==> src/rtl/core/lsp_pkg.sv <==
`timescale 1ns / 1ps
// Shared types and constants of the line-sensor pair error block.
package lsp_pkg;

   // Field widths.
   localparam int RAW_W  = 8;   // one raw sensor reading
   localparam int THR_W  = 7;   // threshold register
   localparam int OP_W   = 2;   // operation selector
   localparam int ERR_W  = 16;  // Q1.14 pair error
   localparam int DPCT_W = 15;  // reading offset times one hundred
   localparam int PCT_W  = 15;  // percentage in Q7.8
   localparam int SUM_W  = 16;  // sum of two percentages
   localparam int FRAC_W = 14;  // fraction bits of the pair error
   localparam int PCT_FRAC_W = 8;

   // Shared divider: numerator, divisor and quotient widths.
   localparam int NUM_W = 29;
   localparam int DEN_W = 16;
   localparam int QUO_W = 15;

   localparam logic [DPCT_W-1:0] PCT_SCALE  = DPCT_W'(100);
   localparam logic [THR_W-1:0]  THR_RESET  = THR_W'(20);
   localparam logic [ERR_W-1:0]  ERR_POS_FS = 16'h4000;
   localparam logic [ERR_W-1:0]  ERR_NEG_FS = 16'hC000;

   // Operation codes.
   localparam logic [OP_W-1:0] OP_SAMPLE     = 2'd0;
   localparam logic [OP_W-1:0] OP_PRESET_NEG = 2'd1;
   localparam logic [OP_W-1:0] OP_PRESET_POS = 2'd2;

   typedef struct packed {
      logic             start;
      logic [NUM_W-1:0] num;
      logic [DEN_W-1:0] den;
   } div_req_type;

   typedef struct packed {
      logic             done;
      logic [QUO_W-1:0] quot;
   } div_rsp_type;

   typedef struct packed {
      logic load;
      logic rotate;
   } cal_ctl_type;

   typedef struct packed {
      logic [RAW_W-1:0]  span;
      logic [DPCT_W-1:0] d_pct;
      logic              over;
   } cal_tap_type;

endpackage

==> src/rtl/core/lsp_div.sv <==
`timescale 1ns / 1ps
// Bit-serial restoring divider, one quotient bit per cycle.
module lsp_div (
   input  logic                clock,
   input  logic                reset,
   input  lsp_pkg::div_req_type req,
   output lsp_pkg::div_rsp_type rsp
);
   import lsp_pkg::*;

   localparam int CNT_W = $clog2(QUO_W + 1);
   localparam int HI_W  = NUM_W - QUO_W;

   logic [DEN_W-1:0] rem_ff, rem_in;
   logic [QUO_W-1:0] quo_ff, quo_in;
   logic [DEN_W-1:0] den_ff;
   logic [CNT_W-1:0] cnt_ff;
   logic             busy_ff;
   logic             done_ff;
   logic [DEN_W:0]   trial;
   logic [DEN_W:0]   diff;
   logic             ge;

   // The remainder always stays below the divisor, so one compare per bit suffices.
   assign trial = {rem_ff, quo_ff[QUO_W-1]};
   assign diff  = trial - {1'b0, den_ff};
   assign ge    = trial >= {1'b0, den_ff};
   assign rem_in = ge ? diff[DEN_W-1:0] : trial[DEN_W-1:0];
   assign quo_in = {quo_ff[QUO_W-2:0], ge};

   always_ff @(posedge clock) begin
      if (reset) begin
         busy_ff <= 1'b0;
         done_ff <= 1'b0;
         cnt_ff  <= '0;
      end else begin
         done_ff <= 1'b0;
         if (req.start) begin
            busy_ff <= 1'b1;
            cnt_ff  <= CNT_W'(QUO_W);
         end else if (busy_ff) begin
            cnt_ff <= cnt_ff - CNT_W'(1);
            if (cnt_ff == CNT_W'(1)) begin
               busy_ff <= 1'b0;
               done_ff <= 1'b1;
            end
         end
      end
   end

   always_ff @(posedge clock) begin
      if (req.start) begin
         rem_ff <= {{(DEN_W - HI_W){1'b0}}, req.num[NUM_W-1:QUO_W]};
         quo_ff <= req.num[QUO_W-1:0];
         den_ff <= req.den;
      end else if (busy_ff) begin
         rem_ff <= rem_in;
         quo_ff <= quo_in;
      end
   end

   assign rsp.done = done_ff;
   assign rsp.quot = quo_ff;

endmodule

==> src/rtl/core/lsp_cal.sv <==
`timescale 1ns / 1ps
// Per-channel minimum and maximum tracking with a rotating read tap.
module lsp_cal #(
   parameter int CHANNELS = 8
) (
   input  logic                              clock,
   input  logic                              reset,
   input  lsp_pkg::cal_ctl_type              ctl,
   input  logic [CHANNELS*lsp_pkg::RAW_W-1:0] raw_flat,
   input  logic [lsp_pkg::THR_W-1:0]         threshold,
   output lsp_pkg::cal_tap_type              tap
);
   import lsp_pkg::*;

   logic [RAW_W-1:0] raw_ff [CHANNELS];
   logic [RAW_W-1:0] min_ff [CHANNELS];
   logic [RAW_W-1:0] max_ff [CHANNELS];
   logic [RAW_W-1:0] d;
   logic [DPCT_W-1:0] thr_span;

   // Extremes are updated with the new reading first, then all three lines
   // rotate together so that each channel's data in turn sits at the tap.
   always_ff @(posedge clock) begin
      if (reset) begin
         for (int i = 0; i < CHANNELS; i++) begin
            min_ff[i] <= '1;
            max_ff[i] <= '0;
         end
      end else if (ctl.load) begin
         for (int i = 0; i < CHANNELS; i++) begin
            if (raw_flat[i*RAW_W +: RAW_W] < min_ff[i]) begin
               min_ff[i] <= raw_flat[i*RAW_W +: RAW_W];
            end
            if (raw_flat[i*RAW_W +: RAW_W] > max_ff[i]) begin
               max_ff[i] <= raw_flat[i*RAW_W +: RAW_W];
            end
         end
      end else if (ctl.rotate) begin
         for (int i = 0; i < CHANNELS; i++) begin
            min_ff[i] <= min_ff[(i + 1) % CHANNELS];
            max_ff[i] <= max_ff[(i + 1) % CHANNELS];
         end
      end
   end

   always_ff @(posedge clock) begin
      if (ctl.load) begin
         for (int i = 0; i < CHANNELS; i++) begin
            raw_ff[i] <= raw_flat[i*RAW_W +: RAW_W];
         end
      end else if (ctl.rotate) begin
         for (int i = 0; i < CHANNELS; i++) begin
            raw_ff[i] <= raw_ff[(i + 1) % CHANNELS];
         end
      end
   end

   assign d         = raw_ff[0] - min_ff[0];
   assign tap.span  = max_ff[0] - min_ff[0];
   assign tap.d_pct = {{(DPCT_W - RAW_W){1'b0}}, d} * PCT_SCALE;
   assign thr_span  = {{(DPCT_W - THR_W){1'b0}}, threshold}
                    * {{(DPCT_W - RAW_W){1'b0}}, tap.span};
   assign tap.over  = tap.d_pct > thr_span;

endmodule

==> src/rtl/core/line_sensor_pair_error.sv <==
`timescale 1ns / 1ps
// Top level: min/max calibrated line-sensor pair error with a shared serial divider.
// A sample frame runs through the single bit-serial divider, fifteen quotient bits per
// division: one division per channel and one per pair that is not held. A preset uses
// no division. One transaction is in flight at a time; tready returns the cycle after
// the result loads. Sync reset: min 255, max 0, signs negative, threshold 20.
module line_sensor_pair_error #(
   parameter int CHANNELS = 8
) (
   input  logic                                  clock,
   input  logic                                  reset,
   // Request channel.
   input  logic                                  req_tvalid,
   output logic                                  req_tready,
   // raw0 in bits 7:0, raw1 in bits 15:8, and so on up to the last channel.
   input  logic [CHANNELS*lsp_pkg::RAW_W-1:0]    req_tdata,
   // operation in bits 1:0.
   input  logic [lsp_pkg::OP_W-1:0]              req_tuser,
   // Response channel.
   output logic                                  rsp_tvalid,
   input  logic                                  rsp_tready,
   // err0 in bits 15:0, err1 in bits 31:16, and so on, one per channel pair.
   output logic [(CHANNELS/2)*lsp_pkg::ERR_W-1:0] rsp_tdata,
   // held_mask, one bit per channel pair from bit 0 up.
   output logic [CHANNELS/2-1:0]                 rsp_tuser,
   // Threshold register write port.
   input  logic                                  csr_we,
   input  logic [lsp_pkg::THR_W-1:0]             csr_wdata
);
   import lsp_pkg::*;

   localparam int PAIRS  = CHANNELS / 2;
   localparam int CH_W   = $clog2(CHANNELS);
   localparam int PAIR_W = (PAIRS > 1) ? $clog2(PAIRS) : 1;

   typedef enum logic [5:0] {
      ST_IDLE      = 6'b000001,
      ST_CH_START  = 6'b000010,
      ST_CH_WAIT   = 6'b000100,
      ST_PAIR      = 6'b001000,
      ST_PAIR_WAIT = 6'b010000,
      ST_DONE      = 6'b100000
   } state_type;

   state_type          state_ff;
   logic [CH_W-1:0]    ch_cnt_ff;
   logic [PAIR_W-1:0]  pair_cnt_ff;
   logic [THR_W-1:0]   thr_ff;
   logic               err_pos_ff [PAIRS];

   // Working storage: percentages and exceed flags shift in per channel and
   // shift out two at a time per pair; errors shift in per pair.
   logic [PCT_W-1:0]   pct_ff  [CHANNELS];
   logic               ov_ff   [CHANNELS];
   logic [ERR_W-1:0]   err_ff  [PAIRS];
   logic               held_ff [PAIRS];
   logic               neg_ff;

   logic                     rsp_valid_ff;
   logic [PAIRS*ERR_W-1:0]   rsp_data_ff;
   logic [PAIRS-1:0]         rsp_user_ff;

   cal_ctl_type  cal_ctl;
   cal_tap_type  tap;
   div_req_type  div_req;
   div_rsp_type  div_rsp;

   logic               accept;
   logic               preset;
   logic               preset_pos;
   logic               out_free;
   logic [NUM_W-1:0]   ch_num;
   logic [PCT_W-1:0]   ch_pct;
   logic [PCT_W-1:0]   pa;
   logic [PCT_W-1:0]   pb;
   logic [SUM_W-1:0]   pair_sum;
   logic               pair_neg;
   logic [PCT_W-1:0]   pair_diff;
   logic [NUM_W-1:0]   pair_num;
   logic               pair_go;
   logic               pair_step;
   logic [ERR_W-1:0]   div_mag;
   logic [ERR_W-1:0]   div_err;
   logic               div_pos;
   logic [ERR_W-1:0]   step_err;
   logic               step_pos;
   logic               step_held;

   assign req_tready = (state_ff == ST_IDLE);
   assign accept     = req_tvalid && req_tready;
   assign preset     = (req_tuser == OP_PRESET_NEG) || (req_tuser == OP_PRESET_POS);
   assign preset_pos = (req_tuser == OP_PRESET_POS);
   assign out_free   = !rsp_valid_ff || rsp_tready;

   assign cal_ctl.load   = accept && !preset;
   assign cal_ctl.rotate = (state_ff == ST_CH_WAIT) && div_rsp.done;

   lsp_cal #(
      .CHANNELS (CHANNELS)
   ) u_cal (
      .clock     (clock),
      .reset     (reset),
      .ctl       (cal_ctl),
      .raw_flat  (req_tdata),
      .threshold (thr_ff),
      .tap       (tap)
   );

   // Channel percentage: floor(d * 25600 / span), numerator is (d * 100) << 8.
   assign ch_num = {{(NUM_W - DPCT_W - PCT_FRAC_W){1'b0}}, tap.d_pct, {PCT_FRAC_W{1'b0}}};
   // A zero span gives a zero percentage, whatever the divider returns.
   assign ch_pct = (tap.span == '0) ? '0 : div_rsp.quot;

   // Pair error: (|pb - pa| * 16384 + sum / 2) / sum, sign applied afterwards.
   assign pa        = pct_ff[0];
   assign pb        = pct_ff[1];
   assign pair_sum  = {1'b0, pa} + {1'b0, pb};
   assign pair_neg  = pb < pa;
   assign pair_diff = pair_neg ? (pa - pb) : (pb - pa);
   assign pair_num  = {pair_diff, {FRAC_W{1'b0}}}
                    + {{(NUM_W - SUM_W + 1){1'b0}}, pair_sum[SUM_W-1:1]};
   assign pair_go   = (ov_ff[0] || ov_ff[1]) && (pair_sum != '0);

   always_comb begin
      div_req.start = (state_ff == ST_CH_START) || ((state_ff == ST_PAIR) && pair_go);
      if (state_ff == ST_PAIR) begin
         div_req.num = pair_num;
         div_req.den = pair_sum;
      end else begin
         div_req.num = ch_num;
         div_req.den = {{(DEN_W - RAW_W){1'b0}}, tap.span};
      end
   end

   lsp_div u_div (
      .clock (clock),
      .reset (reset),
      .req   (div_req),
      .rsp   (div_rsp)
   );

   // A finished pair: either the divider result or full scale at the old sign.
   assign div_mag   = {1'b0, div_rsp.quot};
   assign div_err   = neg_ff ? (ERR_W'(0) - div_mag) : div_mag;
   assign div_pos   = !neg_ff && (div_rsp.quot != '0);
   assign step_held = (state_ff == ST_PAIR);
   assign step_err  = step_held ? (err_pos_ff[0] ? ERR_POS_FS : ERR_NEG_FS) : div_err;
   assign step_pos  = step_held ? err_pos_ff[0] : div_pos;
   assign pair_step = ((state_ff == ST_PAIR) && !pair_go)
                   || ((state_ff == ST_PAIR_WAIT) && div_rsp.done);

   // Sequencer and control state.
   always_ff @(posedge clock) begin
      if (reset) begin
         state_ff     <= ST_IDLE;
         ch_cnt_ff    <= '0;
         pair_cnt_ff  <= '0;
         thr_ff       <= THR_RESET;
         rsp_valid_ff <= 1'b0;
         for (int p = 0; p < PAIRS; p++) begin
            err_pos_ff[p] <= 1'b0;
         end
      end else begin
         if (csr_we) begin
            thr_ff <= csr_wdata;
         end
         if (rsp_valid_ff && rsp_tready) begin
            rsp_valid_ff <= 1'b0;
         end

         // The sign line rotates once per pair so the current pair's sign is at the tap.
         if (accept && preset) begin
            for (int p = 0; p < PAIRS; p++) begin
               err_pos_ff[p] <= preset_pos;
            end
         end else if (pair_step) begin
            for (int p = 0; p < PAIRS - 1; p++) begin
               err_pos_ff[p] <= err_pos_ff[p+1];
            end
            err_pos_ff[PAIRS-1] <= step_pos;
         end

         case (state_ff)
            ST_IDLE: begin
               if (accept) begin
                  ch_cnt_ff <= '0;
                  state_ff  <= preset ? ST_DONE : ST_CH_START;
               end
            end
            ST_CH_START: begin
               state_ff <= ST_CH_WAIT;
            end
            ST_CH_WAIT: begin
               if (div_rsp.done) begin
                  if (ch_cnt_ff == CH_W'(CHANNELS - 1)) begin
                     pair_cnt_ff <= '0;
                     state_ff    <= ST_PAIR;
                  end else begin
                     ch_cnt_ff <= ch_cnt_ff + CH_W'(1);
                     state_ff  <= ST_CH_START;
                  end
               end
            end
            ST_PAIR, ST_PAIR_WAIT: begin
               if ((state_ff == ST_PAIR) && pair_go) begin
                  state_ff <= ST_PAIR_WAIT;
               end else if (pair_step) begin
                  if (pair_cnt_ff == PAIR_W'(PAIRS - 1)) begin
                     state_ff <= ST_DONE;
                  end else begin
                     pair_cnt_ff <= pair_cnt_ff + PAIR_W'(1);
                     state_ff    <= ST_PAIR;
                  end
               end
            end
            ST_DONE: begin
               if (out_free) begin
                  rsp_valid_ff <= 1'b1;
                  state_ff     <= ST_IDLE;
               end
            end
            default: begin
               state_ff <= ST_IDLE;
            end
         endcase
      end
   end

   // Datapath shift lines and the result register.
   always_ff @(posedge clock) begin
      if (cal_ctl.rotate) begin
         for (int i = 0; i < CHANNELS - 1; i++) begin
            pct_ff[i] <= pct_ff[i+1];
            ov_ff[i]  <= ov_ff[i+1];
         end
         pct_ff[CHANNELS-1] <= ch_pct;
         ov_ff[CHANNELS-1]  <= tap.over;
      end else if (pair_step) begin
         for (int i = 0; i < CHANNELS - 2; i++) begin
            pct_ff[i] <= pct_ff[i+2];
            ov_ff[i]  <= ov_ff[i+2];
         end
      end

      if ((state_ff == ST_PAIR) && pair_go) begin
         neg_ff <= pair_neg;
      end

      if (accept && preset) begin
         for (int p = 0; p < PAIRS; p++) begin
            err_ff[p]  <= preset_pos ? ERR_POS_FS : ERR_NEG_FS;
            held_ff[p] <= 1'b0;
         end
      end else if (pair_step) begin
         for (int p = 0; p < PAIRS - 1; p++) begin
            err_ff[p]  <= err_ff[p+1];
            held_ff[p] <= held_ff[p+1];
         end
         err_ff[PAIRS-1]  <= step_err;
         held_ff[PAIRS-1] <= step_held;
      end

      if ((state_ff == ST_DONE) && out_free) begin
         for (int p = 0; p < PAIRS; p++) begin
            rsp_data_ff[p*ERR_W +: ERR_W] <= err_ff[p];
            rsp_user_ff[p]                <= held_ff[p];
         end
      end
   end

   assign rsp_tvalid = rsp_valid_ff;
   assign rsp_tdata  = rsp_data_ff;
   assign rsp_tuser  = rsp_user_ff;

endmodule

==> config.mk <==
export PLATFORM = sky130hd
export DESIGN_NAME = line_sensor_pair_error
export DESIGN_NICKNAME = d
export VERILOG_FILES = /design/src/rtl/core/lsp_pkg.sv /design/src/rtl/core/lsp_div.sv /design/src/rtl/core/lsp_cal.sv /design/src/rtl/core/line_sensor_pair_error.sv
export SDC_FILE = /design/constraint.sdc
export NUM_CORES = 1
export LEC_CHECK = 0
export ABC_AREA = 1
export ABC_CLOCK_PERIOD_IN_PS = 8100
export BUFFER_PORTS_ARGS = -buffer_cell sky130_fd_sc_hd__buf_4
export CAP_MARGIN = 20
export CELL_PAD_IN_SITES_DETAIL_PLACEMENT = 1
export CELL_PAD_IN_SITES_GLOBAL_PLACEMENT = 1
export CORE_UTILIZATION = 49
export DETAILED_ROUTE_END_ITERATION = 10
export GPL_ROUTABILITY_DRIVEN = 0
export GPL_TIMING_DRIVEN = 0
export PLACE_DENSITY = 0.87
export SLEW_MARGIN = 30
export SYNTH_ARGS = -nofsm -noshare
export SYNTH_HDL_FRONTEND = slang
export SYNTH_SLANG_ARGS = --single-unit
==> constraint.sdc <==
create_clock -name clock -period 8.1 [get_ports clock]
set_clock_uncertainty 0.1 [all_clocks]
set_input_delay 0.405 -clock clock [delete_from_list [all_inputs] [get_ports clock]]
set_output_delay 0.405 -clock clock [all_outputs]
set_load 0.005 [all_outputs]
Yosys cells after proc, flatten, opt, wreduce, memory -nomap -nowiden
Memory sizes are Yosys's and may differ from the RTL's. A register that Yosys moved wholly into a read port is not among the register bits.
Cells that the tools add are included.
Widths: inputs -> output; s select.
{"block": "word_totals", "regBits": 141, "latch_bits": 0, "ram_bits": 392, "mem_bits_ro": 0, "input_bits": 78, "elab_cells": 370, "n_memories": 8}
{"memory": "pct_ff", "words": 8, "width": 15, "rd": 8, "rd_clocked_by_memory_dff": 0, "wr": 8, "line": "line_sensor_pair_error.sv:53", "rtl": "logic [PCT_W-1:0] pct_ff [CHANNELS];"}
{"memory": "err_ff", "words": 4, "width": 16, "rd": 4, "rd_clocked_by_memory_dff": 1, "wr": 4, "line": "line_sensor_pair_error.sv:55", "rtl": "logic [ERR_W-1:0] err_ff [PAIRS];"}
{"memory": "u_cal.max_ff", "words": 8, "width": 8, "rd": 8, "rd_clocked_by_memory_dff": 0, "wr": 8, "line": "lsp_cal.sv:17", "rtl": "logic [RAW_W-1:0] max_ff [CHANNELS];"}
{"memory": "u_cal.min_ff", "words": 8, "width": 8, "rd": 8, "rd_clocked_by_memory_dff": 0, "wr": 8, "line": "lsp_cal.sv:16", "rtl": "logic [RAW_W-1:0] min_ff [CHANNELS];"}
{"memory": "u_cal.raw_ff", "words": 8, "width": 8, "rd": 8, "rd_clocked_by_memory_dff": 0, "wr": 8, "line": "lsp_cal.sv:15", "rtl": "logic [RAW_W-1:0] raw_ff [CHANNELS];"}
{"memory": "ov_ff", "words": 8, "width": 1, "rd": 8, "rd_clocked_by_memory_dff": 0, "wr": 8, "line": "line_sensor_pair_error.sv:54", "rtl": "logic ov_ff [CHANNELS];"}
{"memory": "+2 memories"}
{"block": "op_classes", "add_sub_neg": 11, "n_mul": 2, "div_mod_pow": 0, "n_lt_le_gt_ge": 19, "eq_ne": 20, "shift": 0, "n_mux": 194, "bitwise": 69, "reduce_logical": 31}
{"operator": "$mux 8", "n": 40}
{"operator": "$mux 15", "n": 10}
{"operator": "$mux 16", "n": 9}
{"operator": "$mux 1", "n": 111}
{"operator": "$or 1x1->1", "n": 68}
{"operator": "$gt 8x8->1", "n": 8}
{"operator": "$lt 8x8->1", "n": 8}
{"operator": "$mux 45", "n": 1}
{"operator": "$mux 6", "n": 7}
{"operator": "$pmux 6 s5", "n": 1}
{"operator": "$sub 15x15->15", "n": 2}
{"operator": "$add 29x15->29", "n": 1}
{"operator": "$mux 14", "n": 2}
{"operator": "$ge 17x16->1", "n": 1}
{"operator": "$add 15x15->16", "n": 1}
{"operator": "$reduce_bool 16->1", "n": 1}
{"operator": "$sub 1x15->16 const A", "n": 1}
{"operator": "$sub 16x16->16", "n": 1}
{"operator": "$sub 8x8->8", "n": 2}
{"operator": "$gt 15x15->1", "n": 1}
{"operator": "$lt 15x15->1", "n": 1}
{"operator": "$mul 7x8->15", "n": 1}
{"operator": "$reduce_bool 15->1", "n": 1}
{"operator": "$mul 8x5->13 const B", "n": 1}
{"operator": "other kinds (31)", "n": 66}

Longest topological paths before layout
An unclocked memory read counts as a cell.
{"block": "logic_depth", "ltp_word": 12, "depth_mapped": 38, "depth_no_buf": 38}

By module
From an unflattened synthesis, not the netlist that was laid out.
{"block": "hier_totals", "cells_unflattened": 3735, "hier_area_um2": 32827.7}
{"mod": "lsp_cal", "n_inst": 1, "cells_per_inst": 1775, "area_each_um2": 14884.3, "seq_area_each_um2": 5765.5}
{"mod": "line_sensor_pair_error", "n_inst": 1, "cells_per_inst": 1536, "area_each_um2": 14599.0, "seq_area_each_um2": 8458.1}
{"mod": "lsp_div", "n_inst": 1, "cells_per_inst": 424, "area_each_um2": 3344.5, "seq_area_each_um2": 1511.4}

Worst setup path before layout
OpenSTA, ideal clock, no wires.
{"block": "synth_timing", "path_type": "flip-flop to flip-flop", "from": "mem u_cal.max_ff[0][0]", "to": "mem ov_ff[7][0], in the netlist ov_ff[1][3] (data pin)", "setup_ns": 0.265, "arrival_ns": 6.222, "slack_ns": 1.513, "stages_incl_launch_ff": 35, "synth_period_minus_slack_ns": 6.587, "cell_sequence": "edfxtp_1 -> inv_1 -> ha_1 -> inv_1 -> fa_1 -> a21oi_1 -> o21ai_0 -> a21oi_1 -> o21a_1 -> xor2_1 -> nor2_1 -> fa_1 -> fa_1 -> fa_1 -> inv_1 -> fa_1 -> inv_1 -> ha_1 -> inv_1 -> o21ai_0 -> a221oi_1 -> o21ai_0 -> nand2_1 -> a21oi_1 -> a21oi_1 -> nor2_1 -> nor2_1 -> xor2_1 -> ha_1 -> nand2_1 -> inv_1 -> nand3_1 -> inv_1 -> a221oi_1 -> a21oi_1"}
{"item": "from (decl)", "line": "lsp_cal.sv:17"}
{"item": "to (decl)", "line": "line_sensor_pair_error.sv:54"}

==> results.sh <==
export IMPL_cp_common_cell="inv_1"
export IMPL_dpl_worst_slack_ns=0.135
export IMPL_power_mw=8.82
export IMPL_fin_ws_ns=0.383
export IMPL_antenna_found_initial=0
export IMPL_grt_use_total_pct=33.0
export IMPL_layout_drive_gt1_share_pct=10.2
export IMPL_yosys_area_top_type="edfxtp_1"
export IMPL_rows=92
export IMPL_cp_arrival_ns=7.99
export IMPL_drt_initial_drc_count=2353
export IMPL_cts_tree="yes"
export IMPL_synthTopCellsByArea="edfxtp_1 48%, ha_1 11%, nand2_1 9.0%"
export IMPL_dieArea_um2=65300
export IMPL_core_area_um2=63300
export IMPL_grt_pass1_vias=28300
export IMPL_hold_path_class="input port to register"
export IMPL_ios=148
export IMPL_grt_overflow=0
export IMPL_clk_latency_ns=0.65
export IMPL_die_w_um=256
export IMPL_ant_nets=0
export IMPL_synth_edf_count=506
export IMPL_finalSetupTns_ns=0
export IMPL_fin_crit_ns=7.72
export IMPL_peakVddDrop_mv=0.168
export IMPL_fin_util_pct=56.9
export IMPL_startpoint_type="register"
export IMPL_drc_errors=0
export IMPL_leakagePower_nw=16.0
export IMPL_detail_route_wirelength_um=109000
export IMPL_p_per_area_nw_per_um2=245
export IMPL_regArea_um2=15700
export IMPL_synth_top_area_share_pct=48.2
export IMPL_grt_first_pass_wirelength_um=166000
export IMPL_wl_per_cell_um=24.4
export IMPL_synthCells=3345
export IMPL_fillCellCount=7174
export IMPL_place_hpwl_um=77400
export IMPL_ys_warn_count=0
export IMPL_firstDrtPassIters=5
export IMPL_clock_path_buffers=3
export IMPL_cp_max_fo=9
export IMPL_yosys_cell_types_count=58
export IMPL_synth_area_um2=31500
export IMPL_yosysSeqAreaShare_pct=49.9
export IMPL_multiInputGateArea_um2=13300
export IMPL_slew_violations=0
export IMPL_clk_pin_slew_worst_paths_ns=0.06
export IMPL_worstSetupEndpointType="register"
export IMPL_synthToLayoutAreaGrowth_pct=14.2
export IMPL_drv_cap=0
export IMPL_slowest_stage="fa_1"
export IMPL_required_ns=8.38
export IMPL_initial_core_util_pct=49.8
export IMPL_slew_headroom_pct=31.4
export IMPL_synth_async_sr_flop_share_pct=0
export IMPL_max_clock_freq_ghz=0.130
export IMPL_setup_viol=0
export IMPL_cts_root_buf="clkbuf_16"
export IMPL_io_buffers=147
export IMPL_fin_nets=3967
export IMPL_die_h_um=256
export IMPL_final_hold_viol_count=0
export IMPL_outcome="finished clean"
export IMPL_synth_nets=3738
export IMPL_vias=26300
export IMPL_grt_max_degree=53
export IMPL_fin_crit_sh_pct=95.3
export IMPL_cts_sinks=533
export IMPL_synth_seq_cells=533
export IMPL_synthFlopType="edfxtp_1"
export IMPL_numCtsBuffers=56
export IMPL_via_per_inst=5.89
export IMPL_synth_area_per_cell_um2=9.42
export IMPL_whs_ns=0.00805
export IMPL_max_stage_delay_ns=0.61
export IMPL_tightest_slew_ns=1.03
export IMPL_antenna_cells=0
export IMPL_cts_max_level=2
export IMPL_crit_type="register to register"
==> worst max-delay path, delay by kind of cell (launching register included) <==
family                   cells  cell delay [ns]
adder cells (fa/ha/maj)      8             3.36
AO/OA/AOI/OAI                9             1.57
XOR/XNOR                     2             0.82
AND/OR/NAND/NOR              6             0.59
buffers and inverters        7             0.57
flip-flops                   1             0.43
==> worst paths after layout <==
check | start | to | slack (ns) | cells past startpoint
setup / recovery | u_cal.max_ff[0][0] | ov_ff[1][3] | 0.38 | 32
hold / removal | csr_wdata[0] | thr_ff[0] | 0.008 | 3
setup reg to reg | u_cal.max_ff[0][0] | ov_ff[1][3] | 0.38 | 32
hold reg to reg | err_ff[0][2] | rsp_tdata[2] | 0.32 | 0
==> what timing repair did <==
| item | 4_1_cts | 5_1_grt |
|---|---|---|
| resized for setup | 0 | 2 |
| setup buffers | 0 | 3 |
| hold buffers | 14 | 0 |
| setup endpoints to repair | 0 | 1 |
| endpoints found under the hold margin | 13 | 0 |
==> metrics by stage <==
step | area, um^2 | instances
after floorplan | 31500 | 3345
after global placement | 33700 | 4338
after detailed placement | 33900 | 4345
final | 36000 | 4468
after global routing | 36000 | 4468
after CTS | 35900 | 4465
==> layout by cell type (no fill, tap or decap), types with 14 or more instances in the layout <==
master / count
nand3_1: 121
ha_1: 277
clkbuf_1: 60
xor2_1: 62
nand2_1: 749
nor2_2: 28
dfxtp_1: 27
a21oi_1: 165
inv_2: 14
clkbuf_16: 56
inv_1: 528
xnor2_1: 17
fa_1: 38
edfxtp_1: 506
o22ai_1: 75
o211ai_1: 44
nand4_1: 19
buf_4: 166
o21ai_0: 207
nor2_1: 233
dlygate4sd3_1: 14
==> state kept, by name (all words and copies together), names as in the netlist, 8 cells and up <==
register and flops:
u_cal.raw_ff 64, pct_ff 120, u_cal.max_ff 64, err_ff 64
u_cal.min_ff 64, ov_ff 8, rsp_tdata 64, u_div.den_ff 16
u_div.rem_ff 16, u_div.quo_ff 15
==> synth_stat cells, types with 38 or more instances <==
master    number
ha_1         277
nand2_1      753
nand3_1      121
o22ai_1       75
fa_1          38
inv_1        528
nor2_1       234
a21oi_1      165
o211ai_1      44
o21ai_0      208
xor2_1        63
edfxtp_1     506
clkbuf_1      52
==> cells by family after synthesis <==
family                   count (synthesis)  synth area share (%)
AO/OA/AOI/OAI                          555                  10.0
adder cells (fa/ha/maj)                315                  13.4
XOR/XNOR                                81                  2.25
buffers and inverters                  640                  8.15
AND/OR/NAND/NOR                       1221                  16.2
flip-flops                             533                  49.9
==> where the power goes <==
| group | internal [mW] | switching (mW) | total (mW) | leakage, nW |
|---|---|---|---|---|
| Sequential | 3.35 | 0.137 | 3.49 | 4.83 |
| Combinational | 0.930 | 1.69 | 2.62 | 10.3 |
| Clock | 1.51 | 1.21 | 2.71 | 0.899 |
==> layer usage <==
layer | track usage [%] | share of wire [%] | vias to the layer above
met5 | 0 | 0 | -
met4 | 20.7 | 6.8 | 0
met3 | 4.13 | 6.0 | 424
met2 | 59.4 | 51 | 1279
met1 | 37.0 | 36 | 13000
li1 | - | - | 11700
==> cell type report <==
type,instances,share of cell area (%)
clock buffers,65,3.99
plain buffers,95,1.45
repair buffers,171,4.03
flip-flops and latches,533,43.7
well taps,846,2.94
clock inverters,41,1.21
multi-input cells,2172,37.0
inverters,545,5.69
Power figures use the tool's default switching activity.
